$ cat config.mk
export PLATFORM = sky130hd
export DESIGN_NAME = atm_cordic
export DESIGN_NICKNAME = d
export VERILOG_FILES = /design/src/rtl/core/atm_pkg.sv /design/src/rtl/core/atm_cordic.sv
export SDC_FILE = /design/constraint.sdc
export NUM_CORES = 2
export LEC_CHECK = 0
export BUFFER_PORTS_ARGS = -buffer_cell sky130_fd_sc_hd__buf_2
export CORE_ASPECT_RATIO = 2
export CORE_UTILIZATION = 35
export CTS_CLUSTER_DIAMETER = 120
export DETAILED_ROUTE_END_ITERATION = 12
export PLACE_DENSITY_LB_ADDON = 0.2
export SETUP_SLACK_MARGIN = 0.2
export SLEW_MARGIN = 20
export SYNTH_ARGS = -nofsm -noshare
export SYNTH_HDL_FRONTEND = slang
export SYNTH_SLANG_ARGS = --single-unit
export TNS_END_PERCENT = 50
$ cat constraint.sdc
create_clock -name clk -period 18.1 [get_ports clk]
set_input_delay 1.81 -clock clk [delete_from_list [all_inputs] [get_ports clk]]
set_output_delay 1.81 -clock clk [all_outputs]
set_load 0.02 [all_outputs]
$ cat src/rtl/core/atm_pkg.sv
// types, constants and helpers for the tilt measurement pipeline
`default_nettype none

package atm_pkg;

	localparam int ANGLE_BITS = 16;
	localparam int ANGLE_W = 16;
	localparam int PHASE_W = 32;
	localparam int COORD_W = 19;
	localparam int TRIG_W = 18;
	localparam int TRIG_FRAC = 16;
	localparam int TRIG_ONE = 65536;
	localparam int CORDIC_START = 39797;
	localparam int GRAVITY_W = 17;
	localparam logic [GRAVITY_W-1:0] GRAVITY_RESET = 17'd40168;
	localparam int ACCEL_W = 18;
	localparam int INNOV_W = 19;
	localparam int JAC_W = 18;
	localparam int PROD_W = 2 * TRIG_W;
	localparam int ACCEL_ALL_W = 3 * ACCEL_W;

	localparam int S_FIELDS_W = 2 * ANGLE_W + 3 * ACCEL_W;
	localparam int S_TDATA_W = ((S_FIELDS_W + 7) / 8) * 8;
	localparam int M_FIELDS_W = 3 * INNOV_W + 5 * JAC_W;
	localparam int M_TDATA_W = ((M_FIELDS_W + 7) / 8) * 8;

	localparam int CORDIC_STEPS = 16;
	localparam int STEPS_PER_STAGE = 2;
	localparam int CORDIC_STAGES = CORDIC_STEPS / STEPS_PER_STAGE;
	localparam int CORDIC_LAT = CORDIC_STAGES + 2;

	localparam logic [PHASE_W-1:0] PHASE_KEEP =
		~((PHASE_W'(1) << (PHASE_W - ANGLE_BITS)) - PHASE_W'(1));

	localparam logic [PHASE_W-1:0] ATAN_TURN [CORDIC_STEPS] = '{
		32'h20000000, 32'h12E4051E, 32'h09FB385B, 32'h051111D4,
		32'h028B0D43, 32'h0145D7E1, 32'h00A2F61E, 32'h00517C55,
		32'h0028BE53, 32'h00145F2F, 32'h000A2F98, 32'h000517CC,
		32'h00028BE6, 32'h000145F3, 32'h0000A2FA, 32'h0000517D
	};

	typedef logic signed [ANGLE_W-1:0] angle_t;
	typedef logic signed [PHASE_W-1:0] phase_t;
	typedef logic signed [COORD_W-1:0] coord_t;
	typedef logic signed [TRIG_W-1:0] trig_t;
	typedef logic signed [PROD_W-1:0] prod_t;
	typedef logic signed [ACCEL_W-1:0] accel_t;
	typedef logic signed [INNOV_W-1:0] innov_t;
	typedef logic signed [JAC_W-1:0] jac_t;

	// rounded trig product back to the value format
	function automatic jac_t trig_round(prod_t p);
		prod_t r;
		r = (p + prod_t'(1 << (TRIG_FRAC - 1))) >>> TRIG_FRAC;
		return r[JAC_W-1:0];
	endfunction

endpackage

`default_nettype wire

$ cat src/rtl/core/atm_cordic.sv
// pipelined sine and cosine of one binary angle, two rotations per stage
`default_nettype none

module atm_cordic import atm_pkg::*; (
	input  logic   clk,
	input  logic   en,
	input  angle_t angle,
	output trig_t  sin_out,
	output trig_t  cos_out
);

	coord_t x_s [CORDIC_STAGES+1];
	coord_t y_s [CORDIC_STAGES+1];
	phase_t z_s [CORDIC_STAGES+1];
	logic   flip_s [CORDIC_STAGES+1];

	trig_t  sin_out_s;
	trig_t  cos_out_s;

	logic [PHASE_W-1:0] phase;
	logic               flip;

	// fold the left half plane onto the right one
	assign phase = {angle, {(PHASE_W - ANGLE_W){1'b0}}} & PHASE_KEEP;
	assign flip  = phase[PHASE_W-1] ^ phase[PHASE_W-2];

	always_ff @(posedge clk) begin
		if (en) begin
			x_s[0]    <= coord_t'(CORDIC_START);
			y_s[0]    <= '0;
			z_s[0]    <= phase_t'({phase[PHASE_W-1] ^ flip, phase[PHASE_W-2:0]});
			flip_s[0] <= flip;
		end
	end

	for (genvar k = 0; k < CORDIC_STAGES; k++) begin : g_stage
		coord_t x_nxt;
		coord_t y_nxt;
		phase_t z_nxt;

		always_comb begin : p_rot
			coord_t x, y, dx, dy;
			phase_t z;
			x = x_s[k];
			y = y_s[k];
			z = z_s[k];
			for (int j = 0; j < STEPS_PER_STAGE; j++) begin
				dx = y >>> (k * STEPS_PER_STAGE + j);
				dy = x >>> (k * STEPS_PER_STAGE + j);
				if (!z[PHASE_W-1]) begin
					x = x - dx;
					y = y + dy;
					z = z - phase_t'(ATAN_TURN[k * STEPS_PER_STAGE + j]);
				end else begin
					x = x + dx;
					y = y - dy;
					z = z + phase_t'(ATAN_TURN[k * STEPS_PER_STAGE + j]);
				end
			end
			x_nxt = x;
			y_nxt = y;
			z_nxt = z;
		end

		always_ff @(posedge clk) begin
			if (en) begin
				x_s[k+1]    <= x_nxt;
				y_s[k+1]    <= y_nxt;
				z_s[k+1]    <= z_nxt;
				flip_s[k+1] <= flip_s[k];
			end
		end
	end

	// undo the fold and clamp to one
	function automatic trig_t unfold(coord_t v, logic f);
		coord_t r;
		r = f ? -v : v;
		if (r > coord_t'(TRIG_ONE))
			r = coord_t'(TRIG_ONE);
		else if (r < -coord_t'(TRIG_ONE))
			r = -coord_t'(TRIG_ONE);
		return r[TRIG_W-1:0];
	endfunction

	always_ff @(posedge clk) begin
		if (en) begin
			sin_out_s <= unfold(y_s[CORDIC_STAGES], flip_s[CORDIC_STAGES]);
			cos_out_s <= unfold(x_s[CORDIC_STAGES], flip_s[CORDIC_STAGES]);
		end
	end

	assign sin_out = sin_out_s;
	assign cos_out = cos_out_s;

endmodule

`default_nettype wire

==> run summary <==
Status = finished, final reports clean
Vias per cell = 5.47
Area share of xor/xnor cells in the synthesized design = 0.130
Num CTS Buffers = 60
Count of final hold-check violations = 0
RSZ-0062 raised after global routing = no
Vias post-DR = 53.7k
Worst-skew pair later-pin latency = 720 ps
Crit Path Class = register to register
Worst-Margin Slew = 1110 ps
Mapped cell area = 0.0642 mm2
Slowest-stage cell, CP = a2111oi_0
Max clock buf depth = 3
Dominant cells by area after synthesis = edfxtp_1 25%, ha_1 19%, xnor2_1 8.7%
Setup TNS = 0 ps
Cts hold-fix bufs = 0
Avg Inst Size Synth = 8.75 um2
TritonCTS clock tree = built
Post-synthesis compound-gate area fraction = 0.221
Critical Path RT = 18570 ps
Hpwl dp = 154000 um
CP max FO = 6
Setup bufs post-CTS = 0
Final Setup Violations = 0
Max cap viols = 0
GR peak layer = met2
Largest net degree at the start of global routing = 177
DR iter-0 viols = 1779
Grt total ovfl = 0
First-pass GRT wire length = 280000 um
Final WL = 183000 um
Commonest non-fill, non-tap cell in the layout = ha_1
Largest family of logic cells by synthesized area = compound AO/OA/AOI/OAI gates
DIE WIDTH = 305 um
Min Hold Slack = 419 ps
Fin Clk Skew = 31.0 ps
Remaining antenna violation count = 0
Tot GR Track Use = 0.191
Mux share of post-synthesis cell area = 0.00898
Antenna violations before repair = 3
Distinct cells, synth = 104
Minimum clock period = 8100 ps
Period utilization = 0.448
Synthesized-area fraction occupied by adder cells = 0.202
Final Max Slew Viols = 0
Wire per inst = 18.6 um
Largest stage delay, worst path = 690 ps
Port Buffers = 53
CP Launch Type = register
CTS sink count = 543
Number of synthesized flops with an enable pin = 543
Post-place setup slack = 10030 ps
Initial Util = 0.352
Sequential cell area fraction in the yosys report = 0.254
Worst Path Arrival = 8570 ps
Setup WS post-layout = 10000 ps
CTS clk-pin slew, worst paths = 60 ps
CTS HTree Levels = 2
Most frequent cells in the layout = 974 x ha_1, 673 x a21oi_1, 649 x nor2_1, 634 x xnor2_1, 543 x edfxtp_1
Top cell by count, worst path = a21oi_1
Area of the die = 0.185 mm2
Die H = 608 um
CTS root buffer = clkbuf_16
GR Util met2 = 0.422
Fmax = 123 MHz
Core Footprint = 0.182 mm2
Gate Count Post-Synth = 7338
# rows = 222
Vias in the first global route = 55.4k
Top-area cell type share of the netlist area = 0.254
DRC Markers = 0
Simple-gate share of the synthesized area = 0.151
IO Count = 54
Synth async-reset ratio = 0
Synth warnings = 0
Type of element capturing the critical path = register
# nets final = 8450
Final Wtd Congestion = 0.977
Share of layout cells above drive strength 1 = 0.0461
Net Count, Synth = 8369
Drt pass-1 iters = 5
Met1 usage = 0.127
Post-CTS Resized = 0
GRT met3 Usage = 0.0194
Hold WC Path Type = register to register
Post-synth top area cell = edfxtp_1
Yosys reg bits = 543
Rel. slew slack = 0.255
Main synth FF type = edfxtp_1
Area grow syn2layout = 8.17%
==> logic make-up (layout without fill, tap and decap cells) <==
kind of cell,after synthesis,after routing
DFF,543,543
AOI/OAI and AO/OA,2198,2198
buffers and inverters,567,696
adders and majority gates,1013,1013
muxes,54,54
and+or+nand+nor,2016,2016
xor gates and xnor gates,946,946
other,1,3
==> cells in the mapped netlist, types with 16 or more instances <==
cell and instances:
a2111oi_0 18, a211o_1 19, a211oi_1 70, a21boi_0 39, a21o_1 258, a21oi_1 673
a311oi_1 17, a31o_2 17, a31oi_1 66, and2_1 39, and3_1 63, clkbuf_1 69
edfxtp_1 543, fa_1 39, ha_1 974, inv_1 477, mux2_2 29, mux2i_1 25
nand2_1 427, nand2b_1 107, nand3_1 137, nand4_1 25, nor2_1 649, nor2b_1 123
nor3_1 213, nor4_1 28, o2111ai_1 26, o211ai_1 34, o21a_1 160, o21ai_0 419
o21ai_1 16, o21bai_1 87, o31a_1 29, o31ai_1 57, o41ai_1 35, or2_2 33
or3_1 77, xnor2_1 638, xor2_1 302
==> sequential cells by signal, summed over array words and instances, names as in the netlist <==
register and flops:
z_s 218, cos_out 18, y_s 137, sin_out 18, x_s 143, flip_s 9
==> layer usage <==
| layer | part of all wire | routed length [um] |
|---|---|---|
| met1 | 0.28 | 50600 |
| met2 | 0.60 | 110000 |
| met3 | 0.020 | 3590 |
| met4 | 0.11 | 19200 |
| met5 | 0 | 0 |
==> metrics by stage <==
| step | std cells | utilization | instance area (um2) |
|---|---|---|---|
| floorplan | 7338 | - | 64200 |
| CTS | 9819 | 0.381 | 69500 |
| detailed placement | 9709 | 0.370 | 67600 |
| global route | 9821 | 0.381 | 69500 |
| finish | 9821 | 0.381 | 69500 |
| global placement | 9709 | 0.370 | 67600 |
==> critical path: cells and delay by family (launching register included) <==
family / cells / cell delay [ps]
compound gates: 18 / 4720
fa+ha+maj: 4 / 1250
simple gates: 4 / 1000
flops: 1 / 530
xor+xnor: 2 / 330
==> area by class of cell <==
type                       instances  area (um2)
fill                           18400      113000
multi-input combinational       6228       45800
clock buffer                      70        1540
inverter                         479        1800
sequential                       543       16300
tap                             2352        2940
timing repair buffer             107         693
antenna                            2        5.00
clock inverter                    40         360
==> path summary, 6_finish.rpt <==
path                                   from     endpoint  slack [ps]  cells after the start
worst max-delay path            y_s[0][151]  y_s[0][170]       10000                     28
worst min register to register  z_s[0][161]  z_s[0][193]         420                      0
worst max register to register  y_s[0][151]  y_s[0][170]       10000                     28
worst min-delay path            z_s[0][161]  z_s[0][193]         420                      0
Power is not shown: default switching activity piles up to over one toggle a cycle in this logic, so the estimate is an artifact.
